<file path="config.mk">
export PLATFORM = sky130hd
export DESIGN_NAME = alu_compare_branch_unit
export DESIGN_NICKNAME = d
export VERILOG_FILES = /design/src/alucb_pkg.sv /design/src/alucb_regs.sv /design/src/alucb_ctrl.sv /design/src/alucb_datapath.sv /design/src/alu_compare_branch_unit.sv
export SDC_FILE = /design/constraint.sdc
export NUM_CORES = 2
export LEC_CHECK = 0
export BUFFER_PORTS_ARGS = -buffer_cell sky130_fd_sc_hd__buf_2
export CAP_MARGIN = 20
export CORE_UTILIZATION = 53
export CTS_BUF_LIST = sky130_fd_sc_hd__clkbuf_4 sky130_fd_sc_hd__clkbuf_8
export DETAILED_ROUTE_END_ITERATION = 10
export GPL_TIMING_DRIVEN = 1
export PLACE_DENSITY = 0.76
export SYNTH_ARGS = -nofsm -noshare
export SYNTH_HDL_FRONTEND = slang
export SYNTH_SLANG_ARGS = --single-unit
</file>
<file path="constraint.sdc">
create_clock -name clk_i -period 27.4 [get_ports clk_i]
set_clock_uncertainty 0.1 [all_clocks]
set_input_delay 2.74 -clock clk_i [delete_from_list [all_inputs] [get_ports clk_i]]
set_output_delay 2.74 -clock clk_i [all_outputs]
set_load 0.03 [all_outputs]
</file>
<file path="src/alucb_pkg.sv">
// Shared types and constants for the ALU, compare and branch unit.
`timescale 1ns / 1ps

package alucb_pkg;

  localparam int unsigned APB_ADDR_W = 3;

  localparam logic REG_ZERO_FLAG_BIT  = 1'b0;
  localparam logic REG_CARRY_FLAG_BIT = 1'b1;

  localparam logic [3:0] ZF_POS_RST = 4'd6;
  localparam logic [3:0] CF_POS_RST = 4'd0;

  typedef enum logic [4:0] {
    FUNC_ADD        = 5'd0,
    FUNC_SUB        = 5'd1,
    FUNC_MUL        = 5'd2,
    FUNC_DIV        = 5'd3,
    FUNC_CMP        = 5'd4,
    FUNC_AND        = 5'd5,
    FUNC_OR         = 5'd6,
    FUNC_XOR        = 5'd7,
    FUNC_NOT        = 5'd8,
    FUNC_MOV        = 5'd9,
    FUNC_JMP        = 5'd10,
    FUNC_JE         = 5'd11,
    FUNC_JNE        = 5'd12,
    FUNC_JG         = 5'd13,
    FUNC_JGE        = 5'd14,
    FUNC_JL         = 5'd15,
    FUNC_JLE        = 5'd16,
    FUNC_SETBITS    = 5'd17,
    FUNC_CLEARBITS  = 5'd18,
    FUNC_TOGGLEBITS = 5'd19
  } func_e;

  typedef struct packed {
    logic [4:0]  func;
    logic [63:0] dest_value;
    logic [63:0] src_value;
    logic [15:0] flag_mask;
  } in_t;

  typedef struct packed {
    logic [63:0] result_value;
    logic        writes_dest;
    logic        branch_taken;
    logic [63:0] next_pointer;
    logic [15:0] flags_after;
    logic        divide_error;
  } out_t;

  typedef struct packed {
    logic [3:0] zf_pos;
    logic [3:0] cf_pos;
  } cfg_t;

  typedef enum logic [2:0] {
    ST_IDLE,
    ST_MUL,
    ST_MUL_DONE,
    ST_DIV,
    ST_DIV_DONE
  } state_e;

  typedef enum logic [1:0] {
    MUL_LL,
    MUL_LH,
    MUL_HL,
    MUL_SUM
  } mul_step_e;

  typedef enum logic [1:0] {
    SRC_ALU,
    SRC_MUL,
    SRC_DIV
  } out_src_e;

  typedef struct packed {
    logic      take;
    logic      mul_run;
    mul_step_e mul_step;
    logic      div_step;
    logic      out_load;
    out_src_e  out_src;
  } cmd_t;

  typedef struct packed {
    logic is_mul;
    logic is_div_nz;
  } stat_t;

endpackage

</file>
<file path="src/alucb_regs.sv">
// APB configuration registers holding the zero and carry flag positions.
`timescale 1ns / 1ps

module alucb_regs (
  input  logic                               clk_i,
  input  logic                               rst_ni,
  input  logic                               psel,
  input  logic                               penable,
  input  logic                               pwrite,
  input  logic [alucb_pkg::APB_ADDR_W-1:0]   paddr,
  input  logic [31:0]                        pwdata,
  output logic [31:0]                        prdata,
  output logic                               pready,
  output alucb_pkg::cfg_t                    cfg_o
);

  logic [3:0] zf_pos_q, zf_pos_d;
  logic [3:0] cf_pos_q, cf_pos_d;
  logic       wr_en;

  assign pready = 1'b1;
  assign wr_en  = psel && penable && pwrite;

  always_comb begin
    zf_pos_d = zf_pos_q;
    cf_pos_d = cf_pos_q;
    prdata   = '0;
    case (paddr[2])
      alucb_pkg::REG_ZERO_FLAG_BIT: begin
        prdata = 32'(zf_pos_q);
        if (wr_en) begin
          zf_pos_d = pwdata[3:0];
        end
      end
      alucb_pkg::REG_CARRY_FLAG_BIT: begin
        prdata = 32'(cf_pos_q);
        if (wr_en) begin
          cf_pos_d = pwdata[3:0];
        end
      end
      default: begin
        prdata = '0;
      end
    endcase
  end

  always_ff @(posedge clk_i or negedge rst_ni) begin
    if (!rst_ni) begin
      zf_pos_q <= alucb_pkg::ZF_POS_RST;
      cf_pos_q <= alucb_pkg::CF_POS_RST;
    end else begin
      zf_pos_q <= zf_pos_d;
      cf_pos_q <= cf_pos_d;
    end
  end

  assign cfg_o.zf_pos = zf_pos_q;
  assign cfg_o.cf_pos = cf_pos_q;

endmodule

</file>
<file path="src/alucb_ctrl.sv">
// Controller: handshakes, multiply step sequencing and divider iteration count.
`timescale 1ns / 1ps

module alucb_ctrl #(
  parameter int unsigned DATA_WIDTH = 64
) (
  input  logic             clk_i,
  input  logic             rst_ni,
  input  logic             in_valid_i,
  output logic             in_ready_o,
  output logic             out_valid_o,
  input  logic             out_ready_i,
  input  alucb_pkg::stat_t stat_i,
  output alucb_pkg::cmd_t  cmd_o
);

  localparam int unsigned CNT_W = $clog2(DATA_WIDTH);
  localparam logic [CNT_W-1:0] CNT_LAST = CNT_W'(DATA_WIDTH - 1);

  alucb_pkg::state_e    state_q, state_d;
  alucb_pkg::mul_step_e step_q, step_d;
  logic [CNT_W-1:0]     cnt_q, cnt_d;
  logic                 out_valid_q, out_valid_d;
  logic                 out_free;

  assign out_free = !out_valid_q || out_ready_i;

  always_comb begin
    state_d        = state_q;
    step_d         = step_q;
    cnt_d          = cnt_q;
    in_ready_o     = 1'b0;
    cmd_o.take     = 1'b0;
    cmd_o.mul_run  = 1'b0;
    cmd_o.mul_step = step_q;
    cmd_o.div_step = 1'b0;
    cmd_o.out_load = 1'b0;
    cmd_o.out_src  = alucb_pkg::SRC_ALU;
    case (state_q)
      alucb_pkg::ST_IDLE: begin
        in_ready_o = out_free;
        if (in_valid_i && out_free) begin
          cmd_o.take = 1'b1;
          if (stat_i.is_mul) begin
            state_d = alucb_pkg::ST_MUL;
            step_d  = alucb_pkg::MUL_LL;
          end else if (stat_i.is_div_nz) begin
            state_d = alucb_pkg::ST_DIV;
            cnt_d   = '0;
          end else begin
            cmd_o.out_load = 1'b1;
            cmd_o.out_src  = alucb_pkg::SRC_ALU;
          end
        end
      end
      alucb_pkg::ST_MUL: begin
        cmd_o.mul_run = 1'b1;
        case (step_q)
          alucb_pkg::MUL_LL:  step_d = alucb_pkg::MUL_LH;
          alucb_pkg::MUL_LH:  step_d = alucb_pkg::MUL_HL;
          alucb_pkg::MUL_HL:  step_d = alucb_pkg::MUL_SUM;
          alucb_pkg::MUL_SUM: state_d = alucb_pkg::ST_MUL_DONE;
          default:            state_d = alucb_pkg::ST_MUL_DONE;
        endcase
      end
      alucb_pkg::ST_MUL_DONE: begin
        if (out_free) begin
          cmd_o.out_load = 1'b1;
          cmd_o.out_src  = alucb_pkg::SRC_MUL;
          state_d        = alucb_pkg::ST_IDLE;
        end
      end
      alucb_pkg::ST_DIV: begin
        cmd_o.div_step = 1'b1;
        if (cnt_q == CNT_LAST) begin
          state_d = alucb_pkg::ST_DIV_DONE;
        end else begin
          cnt_d = cnt_q + 1'b1;
        end
      end
      alucb_pkg::ST_DIV_DONE: begin
        if (out_free) begin
          cmd_o.out_load = 1'b1;
          cmd_o.out_src  = alucb_pkg::SRC_DIV;
          state_d        = alucb_pkg::ST_IDLE;
        end
      end
      default: begin
        state_d = alucb_pkg::ST_IDLE;
      end
    endcase
    out_valid_d = cmd_o.out_load ? 1'b1 : (out_ready_i ? 1'b0 : out_valid_q);
  end

  always_ff @(posedge clk_i or negedge rst_ni) begin
    if (!rst_ni) begin
      state_q     <= alucb_pkg::ST_IDLE;
      step_q      <= alucb_pkg::MUL_LL;
      cnt_q       <= '0;
      out_valid_q <= 1'b0;
    end else begin
      state_q     <= state_d;
      step_q      <= step_d;
      cnt_q       <= cnt_d;
      out_valid_q <= out_valid_d;
    end
  end

  assign out_valid_o = out_valid_q;

endmodule

</file>
<file path="src/alucb_datapath.sv">
// Datapath: ALU, flags and pointer state, shared multiplier, divider.
`timescale 1ns / 1ps

module alucb_datapath #(
  parameter int unsigned DATA_WIDTH = 64,
  parameter int unsigned FLAG_WIDTH = 16
) (
  input  logic             clk_i,
  input  logic             rst_ni,
  input  alucb_pkg::in_t   in_i,
  input  alucb_pkg::cfg_t  cfg_i,
  input  alucb_pkg::cmd_t  cmd_i,
  output alucb_pkg::stat_t stat_o,
  output alucb_pkg::out_t  out_o
);

  localparam int unsigned HALF = (DATA_WIDTH + 1) / 2;
  localparam int unsigned HIGH = DATA_WIDTH - HALF;

  logic [DATA_WIDTH-1:0] d_w, s_w;
  logic [FLAG_WIDTH-1:0] m_w;
  logic [15:0]           zf_hot, cf_hot;
  logic [FLAG_WIDTH-1:0] zf_m, cf_m;
  logic                  z, c;

  logic [FLAG_WIDTH-1:0] flags_q, flags_d;
  logic [DATA_WIDTH-1:0] ip_q, ip_d;

  logic [DATA_WIDTH-1:0] res;
  logic                  wr, jump, cond, derr, taken;

  logic [DATA_WIDTH-1:0] op_a_q, op_b_q;
  logic [HALF-1:0]       mul_a, mul_b;
  logic [2*HALF-1:0]     prod_q;
  logic [DATA_WIDTH-1:0] prod_sh;
  logic [DATA_WIDTH-1:0] acc_q;

  logic [DATA_WIDTH-1:0] quo_q;
  logic [DATA_WIDTH:0]   rem_q, rem_sh, rem_diff;

  alucb_pkg::out_t out_q;

  assign d_w = in_i.dest_value[DATA_WIDTH-1:0];
  assign s_w = in_i.src_value[DATA_WIDTH-1:0];
  assign m_w = in_i.flag_mask[FLAG_WIDTH-1:0];

  assign zf_hot = 16'd1 << cfg_i.zf_pos;
  assign cf_hot = 16'd1 << cfg_i.cf_pos;
  assign zf_m   = zf_hot[FLAG_WIDTH-1:0];
  assign cf_m   = cf_hot[FLAG_WIDTH-1:0];
  assign z      = |(flags_q & zf_m);
  assign c      = |(flags_q & cf_m);

  assign stat_o.is_mul    = (in_i.func == alucb_pkg::FUNC_MUL);
  assign stat_o.is_div_nz = (in_i.func == alucb_pkg::FUNC_DIV) && (s_w != '0);

  always_comb begin
    res     = '0;
    wr      = 1'b0;
    jump    = 1'b0;
    cond    = 1'b0;
    derr    = 1'b0;
    flags_d = flags_q;
    case (in_i.func)
      alucb_pkg::FUNC_ADD: begin res = d_w + s_w; wr = 1'b1; end
      alucb_pkg::FUNC_SUB: begin res = d_w - s_w; wr = 1'b1; end
      alucb_pkg::FUNC_MUL: wr = 1'b1;
      alucb_pkg::FUNC_DIV: begin
        // only reaches the output here for a zero divisor
        res  = '1;
        wr   = 1'b1;
        derr = (s_w == '0);
      end
      alucb_pkg::FUNC_CMP: begin
        if (d_w == s_w) begin
          flags_d = (flags_q | zf_m) & ~cf_m;
        end else if (d_w < s_w) begin
          flags_d = (flags_q & ~zf_m) | cf_m;
        end else begin
          flags_d = flags_q & ~zf_m & ~cf_m;
        end
      end
      alucb_pkg::FUNC_AND: begin res = d_w & s_w; wr = 1'b1; end
      alucb_pkg::FUNC_OR:  begin res = d_w | s_w; wr = 1'b1; end
      alucb_pkg::FUNC_XOR: begin res = d_w ^ s_w; wr = 1'b1; end
      alucb_pkg::FUNC_NOT: begin res = ~d_w;      wr = 1'b1; end
      alucb_pkg::FUNC_MOV: begin res = s_w;       wr = 1'b1; end
      alucb_pkg::FUNC_JMP: begin jump = 1'b1; cond = 1'b1;     end
      alucb_pkg::FUNC_JE:  begin jump = 1'b1; cond = z && !c;  end
      alucb_pkg::FUNC_JNE: begin jump = 1'b1; cond = !z;       end
      alucb_pkg::FUNC_JG:  begin jump = 1'b1; cond = !z && !c; end
      alucb_pkg::FUNC_JGE: begin jump = 1'b1; cond = !c;       end
      alucb_pkg::FUNC_JL:  begin jump = 1'b1; cond = c && !z;  end
      alucb_pkg::FUNC_JLE: begin jump = 1'b1; cond = z || c;   end
      alucb_pkg::FUNC_SETBITS:    flags_d = flags_q | m_w;
      alucb_pkg::FUNC_CLEARBITS:  flags_d = flags_q & ~m_w;
      alucb_pkg::FUNC_TOGGLEBITS: flags_d = flags_q ^ m_w;
      default: begin
        res = '0;
      end
    endcase
    taken = jump && cond;
    ip_d  = taken ? d_w : ip_q;
  end

  always_ff @(posedge clk_i or negedge rst_ni) begin
    if (!rst_ni) begin
      flags_q <= '0;
      ip_q    <= '0;
    end else if (cmd_i.take) begin
      flags_q <= flags_d;
      ip_q    <= ip_d;
    end
  end

  // low half product from three half-width partial products
  always_comb begin
    mul_a = op_a_q[HALF-1:0];
    mul_b = op_b_q[HALF-1:0];
    case (cmd_i.mul_step)
      alucb_pkg::MUL_LH: mul_b = HALF'(op_b_q[DATA_WIDTH-1:HALF]);
      alucb_pkg::MUL_HL: mul_a = HALF'(op_a_q[DATA_WIDTH-1:HALF]);
      default: begin
        mul_a = op_a_q[HALF-1:0];
      end
    endcase
  end

  assign prod_sh = {prod_q[HIGH-1:0], {HALF{1'b0}}};

  assign rem_sh   = {rem_q[DATA_WIDTH-1:0], quo_q[DATA_WIDTH-1]};
  assign rem_diff = rem_sh - {1'b0, op_b_q};

  always_ff @(posedge clk_i) begin
    if (cmd_i.take) begin
      op_a_q <= d_w;
      op_b_q <= s_w;
      quo_q  <= d_w;
      rem_q  <= '0;
    end else if (cmd_i.div_step) begin
      if (!rem_diff[DATA_WIDTH]) begin
        rem_q <= rem_diff;
        quo_q <= {quo_q[DATA_WIDTH-2:0], 1'b1};
      end else begin
        rem_q <= rem_sh;
        quo_q <= {quo_q[DATA_WIDTH-2:0], 1'b0};
      end
    end
    if (cmd_i.mul_run) begin
      prod_q <= mul_a * mul_b;
      case (cmd_i.mul_step)
        alucb_pkg::MUL_LH:  acc_q <= prod_q[DATA_WIDTH-1:0];
        alucb_pkg::MUL_HL:  acc_q <= acc_q + prod_sh;
        alucb_pkg::MUL_SUM: acc_q <= acc_q + prod_sh;
        default:            acc_q <= acc_q;
      endcase
    end
  end

  always_ff @(posedge clk_i) begin
    if (cmd_i.out_load) begin
      case (cmd_i.out_src)
        alucb_pkg::SRC_MUL: begin
          out_q.result_value <= 64'(acc_q);
          out_q.writes_dest  <= 1'b1;
          out_q.branch_taken <= 1'b0;
          out_q.next_pointer <= 64'(ip_q);
          out_q.flags_after  <= 16'(flags_q);
          out_q.divide_error <= 1'b0;
        end
        alucb_pkg::SRC_DIV: begin
          out_q.result_value <= 64'(quo_q);
          out_q.writes_dest  <= 1'b1;
          out_q.branch_taken <= 1'b0;
          out_q.next_pointer <= 64'(ip_q);
          out_q.flags_after  <= 16'(flags_q);
          out_q.divide_error <= 1'b0;
        end
        default: begin
          out_q.result_value <= 64'(res);
          out_q.writes_dest  <= wr;
          out_q.branch_taken <= taken;
          out_q.next_pointer <= 64'(ip_d);
          out_q.flags_after  <= 16'(flags_d);
          out_q.divide_error <= derr;
        end
      endcase
    end
  end

  assign out_o = out_q;

endmodule

</file>
<file path="src/alu_compare_branch_unit.sv">
// Top level of the ALU, compare and branch unit.
`timescale 1ns / 1ps

// 64-bit ALU with a flags word and an instruction pointer. Add, subtract,
// logic, move, compare, jumps, flag operations and a divide with a zero
// divisor load the result register in the cycle they are taken, so a new
// item is taken every cycle while the result register drains. Multiply:
// one half-width multiplier builds the low half from three partial products
// over four steps. Divide: the restoring divider retires one quotient bit
// per cycle. The input stalls until their result loads. Flag positions are
// set through the APB port: zero flag bit at 0x0, carry flag bit at 0x4.
module alu_compare_branch_unit #(
  parameter int unsigned DATA_WIDTH = 64,
  parameter int unsigned FLAG_WIDTH = 16
) (
  input  logic                             clk_i,
  input  logic                             rst_ni,
  input  logic                             in_valid_i,
  output logic                             in_ready_o,
  input  alucb_pkg::in_t                   in_i,
  output logic                             out_valid_o,
  input  logic                             out_ready_i,
  output alucb_pkg::out_t                  out_o,
  input  logic                             psel,
  input  logic                             penable,
  input  logic                             pwrite,
  input  logic [alucb_pkg::APB_ADDR_W-1:0] paddr,
  input  logic [31:0]                      pwdata,
  output logic [31:0]                      prdata,
  output logic                             pready
);

  alucb_pkg::cfg_t  cfg;
  alucb_pkg::cmd_t  cmd;
  alucb_pkg::stat_t stat;

  alucb_regs u_regs (
    .clk_i   (clk_i),
    .rst_ni  (rst_ni),
    .psel    (psel),
    .penable (penable),
    .pwrite  (pwrite),
    .paddr   (paddr),
    .pwdata  (pwdata),
    .prdata  (prdata),
    .pready  (pready),
    .cfg_o   (cfg)
  );

  alucb_ctrl #(
    .DATA_WIDTH (DATA_WIDTH)
  ) u_ctrl (
    .clk_i       (clk_i),
    .rst_ni      (rst_ni),
    .in_valid_i  (in_valid_i),
    .in_ready_o  (in_ready_o),
    .out_valid_o (out_valid_o),
    .out_ready_i (out_ready_i),
    .stat_i      (stat),
    .cmd_o       (cmd)
  );

  alucb_datapath #(
    .DATA_WIDTH (DATA_WIDTH),
    .FLAG_WIDTH (FLAG_WIDTH)
  ) u_datapath (
    .clk_i  (clk_i),
    .rst_ni (rst_ni),
    .in_i   (in_i),
    .cfg_i  (cfg),
    .cmd_i  (cmd),
    .stat_o (stat),
    .out_o  (out_o)
  );

  a_mul_blocks_input: assert property (@(posedge clk_i) disable iff (!rst_ni)
    in_valid_i && in_ready_o && (in_i.func == alucb_pkg::FUNC_MUL) |=> !in_ready_o)
    else $error("input taken while multiply in progress");

  a_single_cycle_result: assert property (@(posedge clk_i) disable iff (!rst_ni)
    in_valid_i && in_ready_o && (in_i.func != alucb_pkg::FUNC_MUL) &&
    !((in_i.func == alucb_pkg::FUNC_DIV) && (in_i.src_value[DATA_WIDTH-1:0] != '0))
    |=> out_valid_o)
    else $error("single-cycle op gave no result in the next cycle");

  a_div_error_writes: assert property (@(posedge clk_i) disable iff (!rst_ni)
    out_valid_o && out_o.divide_error |-> out_o.writes_dest && !out_o.branch_taken)
    else $error("divide error without write-back");

  a_branch_no_write: assert property (@(posedge clk_i) disable iff (!rst_ni)
    out_valid_o && out_o.branch_taken |-> !out_o.writes_dest && (out_o.result_value == '0))
    else $error("taken branch also writes a result");

endmodule
</file>
### Word-level counts from Yosys, hierarchy flattened

Index checks and enable logic that the tools add are counted.

* $add $sub $neg: 5
* multiplexer cells: 47
* multipliers: 1
* order comparisons: 1
* reduce and logical (&&, ||, !) cells: 35
* bitwise logic cells: 18
* equality and inequality tests: 40
* shift-type cells: 2

Operator list (number)
* 64-bit case mux with 8 select lines: 1
* 147-bit case mux with 2 select lines: 1
* 64-bit 2-to-1 mux: 4
* 64-bit adder: 2
* 64-bit case mux with 2 select lines: 1
* 16-bit bitwise AND: 6
* 65-bit by 64-bit subtractor with 65-bit output: 1
* 64-bit bitwise AND: 1
* 64-bit equality test: 1
* 64-bit zero test: 1
* 64-bit less-than comparator: 1
* 32-bit by 32-bit multiplier with 64-bit output: 1
* 32-bit 2-to-1 mux: 2
* 64-bit inverter: 1
* 64-bit bitwise OR: 1
* 16-bit case mux with 4 select lines: 1
* 32-bit case mux with 2 select lines: 1
* 64-bit nonzero test: 1
* 64-bit subtractor: 1
* 64-bit bitwise XOR: 1
* 16-bit inverter: 3
* 16-bit bitwise OR: 3
* 5-bit by 4-bit equality test with 1-bit output, second input constant: 8
* 3-bit 2-to-1 mux: 11
* other kinds (42): 94

* input port bits: 191
* output and inout bits: 182
* flip-flop bits (word level): 631
* logic and storage cells: 169

### Depth between registers and ports, before layout

* depth in word-level cells: 9
* gate-level depth with buffers: 36
* mapped depth without buffers: 33

### By module

A second synthesis with hierarchy kept.

* cells, all modules: 8356
* area, all modules: 75999.1 um^2

Modules (own cells, without submodules)
* alucb_datapath: seq. area each 17306.6 um^2, cells an instance 8220, instances 1, area each 74620.3 um^2
* alucb_ctrl: seq. area each 300.3 um^2, cells an instance 83, instances 1, area each 779.5 um^2
* alucb_regs: seq. area each 202.7 um^2, cells an instance 53, instances 1, area each 599.3 um^2

### Least setup slack after synthesis

OpenSTA, ideal clock, no wires.

* kind: input to register
* start: input in_i[75] (netlist bit)
* end: register u_datapath.out_q, in the netlist u_datapath.out_o[0], enable pin
* buffers on the path: 0
* slack: 15.833 ns
* arrival time: 10.775 ns
* data required time: 26.608 ns
* stages: 6
* setup time: 0.692 ns
* path through: nor4_1 > nand4_1 > nor4_1 > o21ai_0 > or2_2 > o211ai_1

RTL lines
* from (decl): RTL line alu_compare_branch_unit.sv:20 `input alucb_pkg::in_t in_i,`
* to (decl): RTL line alucb_datapath.sv:41 `alucb_pkg::out_t out_q;`

### Worst setup path after layout

* start: register u_ctrl.step_q[0]
* end: register u_datapath.prod_q[62], data pin

* word-level cells in the longest chain between the ends: 3
* elaborated cells on any way between the ends: 5
* classes of those cells: mul (1); eq/ne (2); mux (2)

RTL lines
* from (decl): RTL line alucb_ctrl.sv:21 `alucb_pkg::mul_step_e step_q, step_d;`
* from (signal assigned): RTL line alucb_ctrl.sv:98 `step_q <= alucb_pkg::MUL_LL;`
* from (signal assigned): RTL line alucb_ctrl.sv:103 `step_q <= step_d;`
* 2-bit equality test / 2-bit by 1-bit equality test with 1-bit output (equally long branches): RTL line alucb_datapath.sv:120 `case (cmd_i.mul_step)`
* 32-bit 2-to-1 mux: RTL line alucb_datapath.sv:120
* 32-bit by 32-bit multiplier with 64-bit output (*): RTL line alucb_datapath.sv:150 `prod_q <= mul_a * mul_b;`
* to (signal assigned): RTL line alucb_datapath.sv:150
* to (decl): RTL line alucb_datapath.sv:34 `logic [2*HALF-1:0] prod_q;`

Every way passes the cells marked *; elsewhere a longest branch is shown, timed or not.
A chain may end at the register's enable or synchronous reset.

==> reports/qor.csv <==
stage;metric;value;unit
yosys;synth-adder-area-share;33.3;%
placement;gp_congestion;1.06;
worst_setup_path;r2r_start;u_ctrl.step_q[0]$_DFFE_PN0P_;
die;start_util;53.7;%
worst_setup_path;crit_arrival;11.55;ns
yosys;ys_types;108;
worst_setup_path;r2r-end;u_datapath.prod_q[62]$_DFFE_PP_;
die;core;0.142;sq mm
sta;worst_pin_slew;1.36;ns
drt;vias;68200;
drt;drt_iter0_drc;8373;
global_routing;grt_max_degree;112;
yosys;yosys.area_share.simple;13.2;%
drt;drt_pass1_iterations;7;
clock_tree;cts_tree;built;
worst_setup_path;critPathRequiredTime;27.91;ns
global_routing;antenna_found_initial;43;
clock_tree;cts_buffers;102;
clock_tree;cts_resized;0;
global_routing;grtUsageMet2;59.6;%
drt;drc;0;
clock_tree;insertion_delay;0.87;ns
clock_tree;root_buffer;clkbuf_8;
worst_setup_path;path_common_cell;fa_1;
yosys;seq_area_frac_synth;23.3;%
yosys;synth_edf_count;467;
yosys;synth.cell_area;0.0763;sq mm
min_path;hp-class;reg2reg;
clock_tree;cts_hold_buf;0;
sta;finalSetupViolations;0;
clock_tree;path_clk_slew;0.07;ns
sta;relSlewSlack;8.40;%
global_routing;grt_util_met1;51.5;%
clock_tree;clock-sinks;631;
yosys;synth_xor_area_share;2.43;%
sta;min_period;11.04;ns
die;num_rows;138;
global_routing;grt_use_met3;14.8;%
worst_setup_path;critPathKind;reg2reg;
sta;finalSetupTns;0;ns
yosys;synth.avg_cell_area;8.98;sq um
worst_setup_path;cp-end-kind;flop;
worst_setup_path;crit_slowest_cell;mux2i_4;
drt;drt_wl_total;303000;um
yosys;yosysTopAreaCellShare;23.6;%
sta;final-hold-violation-count;0;
yosys;yosys_warnings;0;
run_status;status;finished, final reports clean;
global_routing;grt_pass1_wl;442000;um
worst_setup_path;start_kind;flop;
die;die_area;0.146;sq mm
worst_setup_path;r2r_setup_slack;16.36;ns
clock_tree;cts_max_path_buffers;3;
worst_setup_path;slowest_delay;1.03;ns
drt;ant_nets;0;
sta;clock.fmax;90.5;MHz
placement;dp_hpwl;230000;um
yosys;synthFlopType;edfxtp_1;
clock_tree;h-tree-depth;3;
yosys;synthTopCellsByArea;fa_1, edfxtp_1, ha_1;
layout;utilization;57.9;%
yosys;ys_seq_elements;631;
worst_setup_path;cp-endpoint;u_datapath.prod_q[62]$_DFFE_PP_;
drt;viasPerCell;6.43;
sta;fin_crit_sh;40.3;%
layout;fin_nets;10300;
sta;slew_violations;0;
global_routing;grt_use_total;41.4;%
run;drv_cap;0;
global_routing;grt.overflow.total;0;
placement;port_buffers;313;
die;die_h;382;um
sta;rsz0062_at_grt;no;
layout;drive_above_1_share;9.98;%
drt;wl_per_cell;28.6;um
worst_setup_path;rr_worst_depth;30;
clock_tree;cts_setup_buffers;0;
yosys;synth_top_family_by_area;adder cells;
global_routing;grt-busiest-layer;met2;
yosys;post_synth_mux_area_share;3.79;%
die;die_x;382;um
yosys;syn-instance-count;8498;
yosys;yosysTopAreaCell;fa_1;
worst_setup_path;critPathMaxFanout;52;
die;ioPinCount;373;
worst_setup_path;startpoint;u_ctrl.step_q[0]$_DFFE_PN0P_;
global_routing;grt_pass1_vias;68200;
layout;area_growth;7.84;%
yosys;synth_compound_area_share;15.3;%
yosys;async_flop_share;15.8;%
==> state kept, by name (all words and copies together) (netlist names) <==
name                flops
u_datapath.ip_q        64
u_datapath.prod_q      64
u_datapath.op_b_q      64
u_datapath.flags_q     16
u_datapath.acc_q       64
u_datapath.out_o      147
u_ctrl.cnt_q            6
u_datapath.rem_q       64
u_datapath.op_a_q      64
u_ctrl.state_q          3
u_ctrl.step_q           2
u_regs.cf_pos_q         4
u_regs.zf_pos_q         4
u_datapath.quo_q       64
u_ctrl.out_valid_o      1
==> cell type report <==
cell class                      instances  area (sq um)
Fill cell                           12500         60000
Multi-Input combinational cell       6195         52400
Sequential cell                       631         17800
Inverter                             1221          4590
Timing Repair Buffer                  457          2660
Tap cell                             1890          2360
Clock buffer                          146          1790
Clock inverter                         47           644
Antenna cell                           32          80.1
==> cell usage in the layout (no fill, tap or decap), types with 29 or more instances in the layout <==
| master | count |
|---|---|
| o211ai_1 | 58 |
| edfxtp_1 | 467 |
| o221ai_1 | 44 |
| dfxtp_1 | 64 |
| a22oi_1 | 82 |
| clkbuf_4 | 35 |
| clkbuf_8 | 111 |
| a21oi_1 | 444 |
| and2_1 | 43 |
| nor4_1 | 53 |
| inv_1 | 1215 |
| nand3_1 | 85 |
| fa_1 | 900 |
| mux2i_1 | 128 |
| o21bai_1 | 63 |
| o31ai_1 | 44 |
| buf_2 | 311 |
| xor2_1 | 71 |
| nor3_1 | 70 |
| o21ai_0 | 459 |
| a221oi_1 | 57 |
| ha_1 | 586 |
| o22ai_1 | 78 |
| a211oi_1 | 43 |
| a21o_1 | 101 |
| a31oi_1 | 69 |
| nand2_1 | 946 |
| and3_1 | 33 |
| nand4_1 | 67 |
| nand2b_1 | 40 |
| nor2b_1 | 47 |
| buf_4 | 145 |
| nor2_1 | 900 |
| conb_1 | 29 |
| o21a_1 | 51 |
| diode_2 | 32 |
| dfrtp_1 | 98 |
| mux2_2 | 96 |
| xnor2_1 | 139 |
==> per-stage QoR <==
step | setup slack (ns) | cell area (sq um) | hold WS [ns] | std cells
after floorplan | 15.83 | 76400 | 0.344 | 8525
after global placement | 16.73 | 79800 | 0.364 | 10400
after detailed placement | 16.56 | 79800 | 0.379 | 10400
after CTS | 16.50 | 82200 | 0.386 | 10600
after global routing | 16.07 | 82300 | 0.401 | 10600
final | 16.36 | 82300 | 0.384 | 10600
==> cell families (layout without fill, tap and decap cells) <==
family | count (synthesis) | in the layout
simple gates | 2368 | 2368
mux | 273 | 273
fa+ha+maj | 1490 | 1490
flops | 631 | 631
xor+xnor | 212 | 212
buf+inv | 1699 | 1871
other cells | 2 | 61
compound gates | 1823 | 1823
==> worst min path at each step <==
stage                                 startpoint                                 to  slack (ns)  depth (start not counted)
4_1_cts         u_datapath.rem_q[7]$_SDFFE_PP0P_   u_datapath.rem_q[7]$_SDFFE_PP0P_        0.39                          2
5_1_grt        u_datapath.rem_q[32]$_SDFFE_PP0P_  u_datapath.rem_q[32]$_SDFFE_PP0P_        0.40                          2
3_5_place_dp    u_datapath.rem_q[7]$_SDFFE_PP0P_   u_datapath.rem_q[7]$_SDFFE_PP0P_        0.38                          2
3_3_place_gp         u_ctrl.cnt_q[5]$_DFFE_PN0P_        u_ctrl.cnt_q[5]$_DFFE_PN0P_        0.36                          1
6_report        u_datapath.rem_q[7]$_SDFFE_PP0P_   u_datapath.rem_q[7]$_SDFFE_PP0P_        0.38                          2
2_1_floorplan        u_ctrl.cnt_q[5]$_DFFE_PN0P_        u_ctrl.cnt_q[5]$_DFFE_PN0P_        0.34                          1
==> synthesized netlist by cell type (all sizes together), types with 17 or more instances <==
cell,count
a2111oi,17
o211ai,59
nand3,88
a211oi,44
nand4,67
nor4,54
o21bai,63
and3,34
xor2,72
nor2b,47
ha,590
dfrtp,98
o22ai,78
clkbuf,374
fa,900
a21oi,448
nand2,950
buf,104
a221oi,58
o21ai,500
xnor2,140
mux2,116
edfxtp,467
nand2b,40
o31ai,44
inv,1218
nor2,912
mux2i,156
a21o,101
dfxtp,64
a22oi,82
nor3,74
and2,47
o221ai,45
a31oi,70
o21a,55
==> routing by layer <==
metal	vias up	wire [um]
met5	-	138
met4	12	24800
met3	1180	43300
met2	4829	128000
met1	33600	107000
li1	28700	-
==> worst max-delay path: cells and delay by family, from the launching register on <==
family          cells  cell delay [ns]
xor+xnor            1             0.15
flops               1             0.46
fa+ha+maj          10             4.85
compound gates      6             2.06
mux                 1             1.03
buf+inv             7             1.31
simple gates        5             0.78
Power is left out: the tool's default activity adds up to more than one toggle a clock period on the data nets, which glitch-free logic cannot reach.
